==> src/hdl/jse_pkg.sv <==
// Shared types, constants and helper functions for the JSON string escaper.
package jse_pkg;

   typedef enum logic [1:0] {
      ESC_NONE    = 2'd0,
      ESC_SHORT   = 2'd1,
      ESC_UNICODE = 2'd2
   } esc_kind_type;

   typedef struct packed {
      logic [7:0]   char_code;
      logic         string_end;
      esc_kind_type kind;
   } esc_item_type;

   localparam int unsigned STEP_W = 3;

   localparam logic [STEP_W-1:0] LEN_NONE    = 3'd1;
   localparam logic [STEP_W-1:0] LEN_SHORT   = 3'd2;
   localparam logic [STEP_W-1:0] LEN_UNICODE = 3'd6;

   // Positions inside a unicode escape sequence
   localparam logic [STEP_W-1:0] POS_LEAD   = 3'd0;
   localparam logic [STEP_W-1:0] POS_TAG    = 3'd1;
   localparam logic [STEP_W-1:0] POS_ZERO_A = 3'd2;
   localparam logic [STEP_W-1:0] POS_ZERO_B = 3'd3;
   localparam logic [STEP_W-1:0] POS_HEX_HI = 3'd4;
   localparam logic [STEP_W-1:0] POS_HEX_LO = 3'd5;

   localparam logic [7:0] CH_BACKSPACE = 8'h08;
   localparam logic [7:0] CH_TAB       = 8'h09;
   localparam logic [7:0] CH_NEWLINE   = 8'h0a;
   localparam logic [7:0] CH_RETURN    = 8'h0d;
   localparam logic [7:0] CH_QUOTE     = 8'h22;
   localparam logic [7:0] CH_BACKSLASH = 8'h5c;
   localparam logic [7:0] CH_SPACE     = 8'h20;
   localparam logic [7:0] CH_PRINT_TOP = 8'h7f;
   localparam logic [7:0] CH_ZERO      = 8'h30;
   localparam logic [7:0] CH_LOWER_A   = 8'h61;
   localparam logic [7:0] CH_LOWER_B   = 8'h62;
   localparam logic [7:0] CH_LOWER_N   = 8'h6e;
   localparam logic [7:0] CH_LOWER_R   = 8'h72;
   localparam logic [7:0] CH_LOWER_T   = 8'h74;
   localparam logic [7:0] CH_LOWER_U   = 8'h75;

   function automatic esc_kind_type classify(input logic [7:0] c);
      esc_kind_type k;
      if (c == CH_BACKSPACE || c == CH_TAB || c == CH_NEWLINE || c == CH_RETURN ||
          c == CH_QUOTE || c == CH_BACKSLASH) begin
         k = ESC_SHORT;
      end else if (c < CH_SPACE || c > CH_PRINT_TOP) begin
         k = ESC_UNICODE;
      end else begin
         k = ESC_NONE;
      end
      return k;
   endfunction

   // Byte that follows the backslash in a two-byte escape
   function automatic logic [7:0] short_letter(input logic [7:0] c);
      logic [7:0] l;
      case (c)
         CH_BACKSPACE: l = CH_LOWER_B;
         CH_TAB:       l = CH_LOWER_T;
         CH_NEWLINE:   l = CH_LOWER_N;
         CH_RETURN:    l = CH_LOWER_R;
         default:      l = c;
      endcase
      return l;
   endfunction

   function automatic logic [7:0] hex_digit(input logic [3:0] n);
      logic [7:0] d;
      if (n < 4'd10) begin
         d = CH_ZERO + {4'b0, n};
      end else begin
         d = CH_LOWER_A + {4'b0, n - 4'd10};
      end
      return d;
   endfunction

   function automatic logic [STEP_W-1:0] run_length(input esc_kind_type k);
      logic [STEP_W-1:0] n;
      case (k)
         ESC_NONE:    n = LEN_NONE;
         ESC_SHORT:   n = LEN_SHORT;
         ESC_UNICODE: n = LEN_UNICODE;
         default:     n = LEN_NONE;
      endcase
      return n;
   endfunction

endpackage

==> src/hdl/jse_if.sv <==
// Valid/ready channel interfaces for the escaper's input and output items.
interface jse_req_if;
   logic       valid;
   logic       ready;
   logic [7:0] char_code;
   logic       string_end;

   modport source (output valid, char_code, string_end, input ready);
   modport sink (input valid, char_code, string_end, output ready);
endinterface

interface jse_rsp_if;
   logic       valid;
   logic       ready;
   logic [7:0] out_byte;
   logic       run_last;
   logic       string_done;

   modport source (output valid, out_byte, run_last, string_done, input ready);
   modport sink (input valid, out_byte, run_last, string_done, output ready);
endinterface

==> src/hdl/jse_front.sv <==
// Front end: accepts input bytes, classifies them and pushes them into the queue.
module jse_front
   import jse_pkg::*;
(
   jse_req_if.sink      req,
   input  logic         full,
   output logic         push,
   output esc_item_type push_item
);

   assign req.ready = !full;
   assign push      = req.valid && !full;

   always_comb begin
      push_item.char_code  = req.char_code;
      push_item.string_end = req.string_end;
      push_item.kind       = classify(req.char_code);
   end

endmodule

==> src/hdl/jse_queue.sv <==
// Short register queue that decouples the classifier from the byte sequencer.
module jse_queue
   import jse_pkg::*;
#(
   parameter int unsigned Depth = 4
) (
   input  logic         clock,
   input  logic         reset,
   input  logic         push,
   input  esc_item_type push_item,
   output logic         full,
   input  logic         pop,
   output logic         not_empty,
   output esc_item_type head_item
);

   localparam int unsigned PtrW = (Depth > 1) ? $clog2(Depth) : 1;
   localparam int unsigned CntW = $clog2(Depth + 1);

   esc_item_type         slot_ff [Depth];
   logic [PtrW-1:0]      wr_ptr_ff, wr_ptr_in;
   logic [PtrW-1:0]      rd_ptr_ff, rd_ptr_in;
   logic [CntW-1:0]      count_ff, count_in;

   assign full      = count_ff == CntW'(Depth);
   assign not_empty = count_ff != '0;
   assign head_item = slot_ff[rd_ptr_ff];

   always_comb begin
      wr_ptr_in = wr_ptr_ff;
      rd_ptr_in = rd_ptr_ff;
      count_in  = count_ff;
      if (push) begin
         wr_ptr_in = (wr_ptr_ff == PtrW'(Depth - 1)) ? '0 : wr_ptr_ff + 1'b1;
      end
      if (pop) begin
         rd_ptr_in = (rd_ptr_ff == PtrW'(Depth - 1)) ? '0 : rd_ptr_ff + 1'b1;
      end
      if (push && !pop) begin
         count_in = count_ff + 1'b1;
      end else if (pop && !push) begin
         count_in = count_ff - 1'b1;
      end
   end

   always_ff @(posedge clock) begin
      if (reset) begin
         wr_ptr_ff <= '0;
         rd_ptr_ff <= '0;
         count_ff  <= '0;
      end else begin
         wr_ptr_ff <= wr_ptr_in;
         rd_ptr_ff <= rd_ptr_in;
         count_ff  <= count_in;
      end
   end

   always_ff @(posedge clock) begin
      if (push) begin
         slot_ff[wr_ptr_ff] <= push_item;
      end
   end

`ifndef ASSERT_OFF
   a_count_range: assert property (@(posedge clock) disable iff (reset)
      count_ff <= CntW'(Depth))
      else $error("queue count beyond depth");

   a_no_overflow: assert property (@(posedge clock) disable iff (reset)
      push |-> !full)
      else $error("push into full queue");

   a_no_underflow: assert property (@(posedge clock) disable iff (reset)
      pop |-> not_empty)
      else $error("pop from empty queue");
`endif

endmodule

==> src/hdl/jse_back.sv <==
// Back end: steps through each queued byte's escape sequence into an output register.
module jse_back
   import jse_pkg::*;
(
   input  logic         clock,
   input  logic         reset,
   input  logic         not_empty,
   input  esc_item_type head_item,
   output logic         pop,
   jse_rsp_if.source    rsp
);

   logic [STEP_W-1:0] step_ff, step_in;
   logic              out_valid_ff, out_valid_in;
   logic [7:0]        out_byte_ff, out_byte_in;
   logic              run_last_ff, run_last_in;
   logic              string_done_ff, string_done_in;

   logic              load;
   logic              at_last;
   logic [7:0]        cur_byte;

   assign load    = not_empty && (!out_valid_ff || rsp.ready);
   assign at_last = step_ff == run_length(head_item.kind) - 1'b1;
   assign pop     = load && at_last;

   always_comb begin
      cur_byte = CH_BACKSLASH;
      if (head_item.kind == ESC_NONE) begin
         cur_byte = head_item.char_code;
      end else begin
         case (step_ff)
            POS_LEAD:   cur_byte = CH_BACKSLASH;
            POS_TAG:    cur_byte = (head_item.kind == ESC_SHORT) ?
                                   short_letter(head_item.char_code) : CH_LOWER_U;
            POS_ZERO_A: cur_byte = CH_ZERO;
            POS_ZERO_B: cur_byte = CH_ZERO;
            POS_HEX_HI: cur_byte = hex_digit(head_item.char_code[7:4]);
            POS_HEX_LO: cur_byte = hex_digit(head_item.char_code[3:0]);
            default:    cur_byte = CH_BACKSLASH;
         endcase
      end
   end

   always_comb begin
      step_in        = step_ff;
      out_valid_in   = out_valid_ff && !rsp.ready;
      out_byte_in    = out_byte_ff;
      run_last_in    = run_last_ff;
      string_done_in = string_done_ff;
      if (load) begin
         // advance within the run, restart on its last byte
         step_in        = at_last ? '0 : step_ff + 1'b1;
         out_valid_in   = 1'b1;
         out_byte_in    = cur_byte;
         run_last_in    = at_last;
         string_done_in = at_last && head_item.string_end;
      end
   end

   always_ff @(posedge clock) begin
      if (reset) begin
         step_ff      <= '0;
         out_valid_ff <= 1'b0;
      end else begin
         step_ff      <= step_in;
         out_valid_ff <= out_valid_in;
      end
      out_byte_ff    <= out_byte_in;
      run_last_ff    <= run_last_in;
      string_done_ff <= string_done_in;
   end

   assign rsp.valid       = out_valid_ff;
   assign rsp.out_byte    = out_byte_ff;
   assign rsp.run_last    = run_last_ff;
   assign rsp.string_done = string_done_ff;

`ifndef ASSERT_OFF
   a_step_range: assert property (@(posedge clock) disable iff (reset)
      step_ff < LEN_UNICODE)
      else $error("sequence step out of range");

   a_done_on_last: assert property (@(posedge clock) disable iff (reset)
      out_valid_ff |-> (!string_done_ff || run_last_ff))
      else $error("string end flagged on a byte that does not close its run");

   a_pop_marks_last: assert property (@(posedge clock) disable iff (reset)
      pop |=> out_valid_ff && run_last_ff)
      else $error("queue popped without closing the run");
`endif

endmodule

==> src/hdl/json_string_escaper_top.sv <==
// JSON string escaper: input byte channel, classifier, queue, sequencer, output byte channel.
//
// req carries one string byte per item (char_code) and a flag on the string's last
// byte (string_end). rsp carries the escaped form, one byte per item: the byte
// itself, a two-byte backslash escape, or a six-byte \u00XX escape with lower-case
// hex. run_last marks the final output byte of each input, and string_done is set
// on that byte when the input carried string_end.
// An input's first output byte passes through a queue slot, then the output register.
// Throughput, while the receiver is ready: one output byte per cycle, set by the single
// output register of the sequencer. An input that expands into N bytes occupies the
// sequencer until its last byte is loaded; plain bytes flow at one input per cycle. The
// queue of QueueDepth entries lets input keep arriving while an escape is emitted.
// Reset is synchronous and empties the queue and the output register; no clearing
// pass follows, input is taken in the first cycle after reset.
// When the receiver stalls, the output item holds and the queue fills; req.ready
// drops once the queue is full.
module json_string_escaper_top
   import jse_pkg::*;
#(
   parameter int unsigned QueueDepth = 4
) (
   input logic       clock,
   input logic       reset,
   jse_req_if.sink   req,
   jse_rsp_if.source rsp
);

   logic         full;
   logic         push;
   logic         pop;
   logic         not_empty;
   esc_item_type push_item;
   esc_item_type head_item;

   jse_front u_front (
      .req       (req),
      .full      (full),
      .push      (push),
      .push_item (push_item)
   );

   jse_queue #(
      .Depth (QueueDepth)
   ) u_queue (
      .clock     (clock),
      .reset     (reset),
      .push      (push),
      .push_item (push_item),
      .full      (full),
      .pop       (pop),
      .not_empty (not_empty),
      .head_item (head_item)
   );

   jse_back u_back (
      .clock     (clock),
      .reset     (reset),
      .not_empty (not_empty),
      .head_item (head_item),
      .pop       (pop),
      .rsp       (rsp)
   );

endmodule

==> src/flat_wrapper.sv <==
// flat-port wrapper written by rule: the top's interface ports become plain ports
module json_string_escaper_top_flat import jse_pkg::*;
#(
   parameter int unsigned QueueDepth = 4
)
  (clock, reset, req_valid, req_char_code, req_string_end, req_ready, rsp_valid, rsp_out_byte, rsp_run_last, rsp_string_done, rsp_ready);
  jse_req_if req_i ();
  jse_rsp_if rsp_i ();
  input logic clock;
  input logic reset;
  input wire logic [$bits(req_i.valid)-1:0] req_valid;
  input wire logic [$bits(req_i.char_code)-1:0] req_char_code;
  input wire logic [$bits(req_i.string_end)-1:0] req_string_end;
  output wire logic [$bits(req_i.ready)-1:0] req_ready;
  output wire logic [$bits(rsp_i.valid)-1:0] rsp_valid;
  output wire logic [$bits(rsp_i.out_byte)-1:0] rsp_out_byte;
  output wire logic [$bits(rsp_i.run_last)-1:0] rsp_run_last;
  output wire logic [$bits(rsp_i.string_done)-1:0] rsp_string_done;
  input wire logic [$bits(rsp_i.ready)-1:0] rsp_ready;
  assign req_i.valid = req_valid;
  assign req_i.char_code = req_char_code;
  assign req_i.string_end = req_string_end;
  assign req_ready = req_i.ready;
  assign rsp_valid = rsp_i.valid;
  assign rsp_out_byte = rsp_i.out_byte;
  assign rsp_run_last = rsp_i.run_last;
  assign rsp_string_done = rsp_i.string_done;
  assign rsp_i.ready = rsp_ready;
  json_string_escaper_top #(.QueueDepth(QueueDepth)) u_core (.clock(clock), .reset(reset), .req(req_i), .rsp(rsp_i));
endmodule
==> config.mk <==
export PLATFORM = sky130hd
export DESIGN_NAME = json_string_escaper_top_flat
export DESIGN_NICKNAME = d
export VERILOG_FILES = /design/src/hdl/jse_pkg.sv /design/src/hdl/jse_if.sv /design/src/hdl/jse_front.sv /design/src/hdl/jse_queue.sv /design/src/hdl/jse_back.sv /design/src/hdl/json_string_escaper_top.sv /design/src/flat_wrapper.sv
export SDC_FILE = /design/constraint.sdc
export NUM_CORES = 1
export LEC_CHECK = 0
export ABC_AREA = 1
export BUFFER_PORTS_ARGS = -buffer_cell sky130_fd_sc_hd__buf_2
export CORE_MARGIN = 2
export CORE_UTILIZATION = 55
export CTS_CLUSTER_DIAMETER = 30
export CTS_CLUSTER_SIZE = 20
export DETAILED_ROUTE_END_ITERATION = 12
export PLACE_DENSITY_LB_ADDON = 0.2
export SYNTH_ARGS = -nofsm -noshare
export SYNTH_HDL_FRONTEND = slang
export SYNTH_SLANG_ARGS = --single-unit
==> constraint.sdc <==
create_clock -name clock -period 4.35 [get_ports clock]
set_input_delay 0.435 -clock clock [delete_from_list [all_inputs] [get_ports clock]]
set_output_delay 0.435 -clock clock [all_outputs]
set_load 0.02 [all_outputs]
==> Yosys cells after proc, flatten, opt, wreduce, memory -nomap -nowiden <==
Memory sizes are Yosys's and may differ from the RTL's. A register that Yosys moved wholly into a read port is not among the register bits.
Cells that the tools add are included.
{ "word_totals": {"out_inout_bits": 12, "n_memories": 1, "ram_bits": 44, "mem_bits_ro": 0, "register_bits": 21, "latch_bits": 0} }
{ "classes": {"n_lt_le_gt_ge": 4, "n_bitwise": 0, "div_mod_pow": 0, "addsub": 12, "shifts": 0, "n_mux": 19, "reduce_logical": 23, "mul": 0, "eq_ne": 21} }
{ "memory_table": {"columns": ["name", "words", "width", "rd", "rd_clocked_by_memory_dff", "write_ports", "line", "rtl"], "rows": [
  ["u_core.u_queue.slot_ff", 4, 11, 1, 1, 1, "jse_queue.sv:20", "esc_item_type slot_ff [Depth];"]
]} }
{ "ops": {"columns": ["operator", "count"], "rows": [
  ["== test 8 x 4 -> 1 bit, second input constant", 8],
  ["one-hot mux 8 bit (4 select lines)", 2],
  ["two-way mux 8 bit", 4],
  ["adder 7 x 4 -> 8 bit, first input constant", 2],
  ["adder 6 x 4 -> 7 bit, first input constant", 2],
  ["two-way mux 2 bit", 6],
  ["== test 3 bit, second input constant", 3],
  ["two-way mux 3 bit", 3],
  ["== test 8 x 6 -> 1 bit, second input constant", 1],
  ["== test 8 x 7 -> 1 bit, second input constant", 1],
  ["greater-than comparator 8 x 7 -> 1 bit, second input constant", 1],
  ["less-than comparator 4 bit, second input constant", 2],
  ["less-than comparator 8 x 6 -> 1 bit, second input constant", 1],
  ["subtractor 4 bit, second input constant", 2],
  ["logical AND 1 bit", 7],
  ["logical OR 1 bit", 7],
  ["adder 3 x 1 -> 3 bit, second input constant", 2],
  ["== test 2 bit, second input constant", 3],
  ["== test 3 x 2 -> 1 bit, second input constant", 2],
  ["one-hot mux 3 bit (2 select lines)", 1],
  ["subtractor 3 x 1 -> 3 bit, second input constant", 2],
  ["zero test 1 bit", 5],
  ["adder 2 x 1 -> 2 bit, second input constant", 2],
  ["== test 3 x 1 -> 1 bit, second input constant", 1],
  ["7 further kinds", 9]
]} }

==> Depth between registers and ports, before layout <==
{ "logic_depth": {"word_depth": 8, "mapped_depth": 17, "depth_no_buf": 15} }

==> Hierarchy <==
From an unflattened synthesis, not the netlist that was laid out.
{ "hier_totals": {"cells_unflattened": 395, "hier_area_um2": 3602.2} }
{ "by_module_without_submodules": {"columns": ["mod", "area_per_inst_um2", "seq_area_each_um2", "n_inst", "cells_per_inst"], "rows": [
  ["jse_queue", 2090.8, 1501.4, 1, 167],
  ["jse_back", 1302.5, 380.4, 1, 184],
  ["jse_front", 209.0, 0.0, 1, 44]
]} }

==> Least setup slack after synthesis <==
OpenSTA, ideal clock, no wires.
{ "synth_timing": {"path_kind": "flip-flop to flip-flop", "from": "reg with a tool-made name", "to": "reg u_core.u_queue.count_ff[1]", "path_stages_with_launch": 15, "t_required_ps": 4234, "setup_slack_ps": 1539, "t_arrival_ps": 2695, "path_cell_list": "dfxtp_1 > buf_4 > buf_6 > nand2_1 > a32oi_1 > inv_1 > ha_1 > xor2_1 > nor3_1 > nand2_1 > ha_1 > inv_1 > fa_1 > o21ai_0 > nor2_1"} }
{ "synth_rtl": {"columns": ["item", "line", "rtl"], "rows": [
  ["end signal: assignment", "jse_queue.sv:54", "count_ff <= count_in;"],
  ["end: declaration", "jse_queue.sv:23", "logic [CntW-1:0] count_ff, count_in;"]
]} }

==> impl_metrics.yaml <==
clocking:
  post_cts_buffers: 0
  clock_latency_ps: 340
  clockBufferDepth: 2
  postCtsHoldBufs: 0
  cts_resized: 0
  tritoncts: "yes"
  cts.sinks: 67
  cts_max_level: 3
  clk_pin_slew_ps: 80
  numCtsBuffers: 9
  root_buffer: "clkbuf_8"
placed_design:
  place_congestion: 0.9683
  port_buffers: 24
  place.detailed.hpwl_mm: 4.906
timing:
  period_minus_slack_ps: 3212
  fmax_mhz: 311.3
  finalCritPeriodShare_pct: 73.85
  finalHoldViolations: 0
  worstMarginPinSlew_ps: 1061
  relSlewSlack_pct: 28.97
  fin_setup_tns_ps: 0
  fin_skew_ps: 11.66
  finalMaxSlewViolations: 0
  setup_viol: 0
  grt_setup_unrepaired: "false"
final_layout:
  nNetsFinal: 454
  area_delta_synth_final_pct: 9.522
  drive_gt1_share_pct: 17.22
  diodes: 0
worst_setup_path:
  critPathKind: "register to register"
  r2r_slack_ps: 1140
  rr_worst_depth: 12
  r2r_end: "u_core.u_queue.count_ff[1]$_SDFFE_PP0P_"
  worstSetupEndpointType: "register"
  cp_max_fo: 14
  critPathArrivalTime_ps: 3450
  startpoint_type: "register"
  cp.required_ps: 4580
global_routing:
  grt_pass1_vias: 2391
  gr-usage-all-layers_pct: 19.16
  grt_pass1_wl_mm: 10.96
  antenna_found_initial: 0
  grt_overflow_total: 0
  grt_max_degree: 24
worst_hold_path:
  min_from: "reset"
  hold_end: "u_core.u_queue.wr_ptr_ff[0]$_SDFFE_PP0P_"
  hold_class: "primary input to register"
  whs_path_depth: 2
status:
  status: "finished, final reports clean"
route:
  vias: 2618
  viasPerCell: 5.226
  drc_errors: 0
  dr.first_iter.drc_count: 113
  wl_per_cell_um: 13.19
  drt-pass1-iter-count: 4
  wirelength_mm: 6.606
  ant_nets: 0
pwr:
  p_total_mw: 2.851
  p_leak_nw: 1.686
  p_per_area_nw_per_um2: 720.3
  vdd_drop_max_mv: 0.4418
floorplan:
  die_width_um: 85.06
  initial_core_util_pct: 56.91
  ios: 25
  core_sq_um: 6350
  fp-row-count: 29
  die_area_sq_um: 7234
  fp.dieH_um: 85.06
yosys:
  ys_types: 38
  synthesis.nets: 424
  synth-warning-count: 0
  synth.most_common_cell: "nand2_1"
  synth.cell_area_sq_um: 3613
  synthArstFlopShare_pct: 0
  synth_top_cells_by_count: "101 x nand2_1, 54 x edfxtp_1, 40 x inv_1"
  yosysTopAreaCell: "edfxtp_1"
  synth_seq_area_share_pct: 52.08
  synth_edf_count: 54
  synth.area.top_cells: "edfxtp_1 45%, nand2_1 10%, ha_1 7.3%, dfxtp_1 7.2%, nand3_1 4.4%"
  synth_flop_cell: "edfxtp_1"
  synthCells: 389
  synth.avg_cell_area_sq_um: 9.289
  ys_ff_latch: 67
  synth_top_cell_area_share_pct: 44.88
run:
  cap_violations: 0
==> per-layer routing <==
| layer | vias to the layer above | share of wire, % | track usage [%] |
|---|---|---|---|
| li1 | 1348 | - | - |
| met1 | 1196 | 47 | 26.19 |
| met2 | 65 | 47 | 30.68 |
| met3 | 9 | 4.0 | 3.210 |
| met4 | 0 | 1.5 | 7.648 |
| met5 | - | 0 | 0 |
==> cells in the final DEF (no fill, tap or decap), types with 2 or more instances in the layout <==
cell	count
edfxtp_1	54
clkbuf_8	9
xor2_1	2
inv_1	40
nand3_2	6
inv_2	5
nor2_1	36
nand2_4	2
a21oi_1	16
buf_4	2
a211oi_1	3
nand3_1	32
o21ai_1	4
clkinvlp_4	3
ha_1	21
nor3_1	2
o21ai_0	13
nor2_4	4
dfxtp_1	13
nand2_2	11
nand2_1	101
a32oi_1	2
clkinv_1	3
buf_2	24
==> registers in the layout, summed over array words and instances, names as in the netlist, named ones only <==
signal / cells
u_core.u_back.step_ff: 3
u_core.u_queue.rd_ptr_ff: 2
u_core.u_queue.wr_ptr_ff: 2
u_core.u_queue.count_ff: 3
u_core.u_back.rsp.valid: 1
u_core.u_queue.slot_ff: 44
u_core.u_back.rsp.run_last: 1
u_core.u_back.rsp.string_done: 1
u_core.u_back.rsp.out_byte: 8
==> power breakdown <==
group | internal, mW | switching [mW]
Combinational | 0.479 | 0.977
Sequential | 0.876 | 0.0704
Clock | 0.204 | 0.245
==> critical path, stage by stage, from the launching register on <==
cell     delay (ps)
dfxtp_1         570
inv_1           320
a32oi_1         340
inv_1           100
ha_1            310
xor2_1          140
nor3_1          240
nand2_1         160
ha_1            220
inv_1            90
fa_1            410
o21ai_0         160
nor2_1           50
==> worst max path at each step <==
stage / to / slack [ps] / cells after the start
2_1_floorplan: u_core.u_queue.count_ff[1]$_SDFFE_PP0P_ / 1540 / 14
3_3_place_gp: u_core.u_queue.count_ff[1]$_SDFFE_PP0P_ / 1260 / 12
3_5_place_dp: u_core.u_queue.count_ff[1]$_SDFFE_PP0P_ / 1160 / 12
4_1_cts: u_core.u_queue.count_ff[1]$_SDFFE_PP0P_ / 1130 / 12
5_1_grt: u_core.u_queue.count_ff[1]$_SDFFE_PP0P_ / 740 / 12
6_report: u_core.u_queue.count_ff[1]$_SDFFE_PP0P_ / 1140 / 12
==> through the flow <==
step | instances | cell area (sq um) | worst slack (ps) | hold slack, ps | utilization (%)
floorplan | 389 | 3613 | 1539 | 451.2 | -
global placement | 485 | 3790 | 1260 | 470.7 | 59.68
detailed placement | 485 | 3790 | 1155 | 484.9 | 59.68
CTS | 501 | 3958 | 1126 | 250.5 | 62.33
global route | 501 | 3958 | 740.0 | 263.8 | 62.33
finish | 501 | 3958 | 1138 | 267.0 | 62.33
==> area by class of cell <==
class,instances,area [sq um]
sequential,67,1882
fill,516,2392
inverter,47,178.9
clock buffer,9,123.9
clock inverter,7,43.79
tap,77,96.34
timing repair buffer,26,135.1
multi-input combinational,268,1498
==> cells by family after synthesis <==
logic type	Yosys count	synth area share, %
compound gates	45	7.549
xor+xnor	2	0.4849
fa+ha+maj	22	7.825
buf+inv	54	6.475
flops	67	52.08
simple gates	199	25.59
No activity file was read; power rests on OpenSTA's default activity.
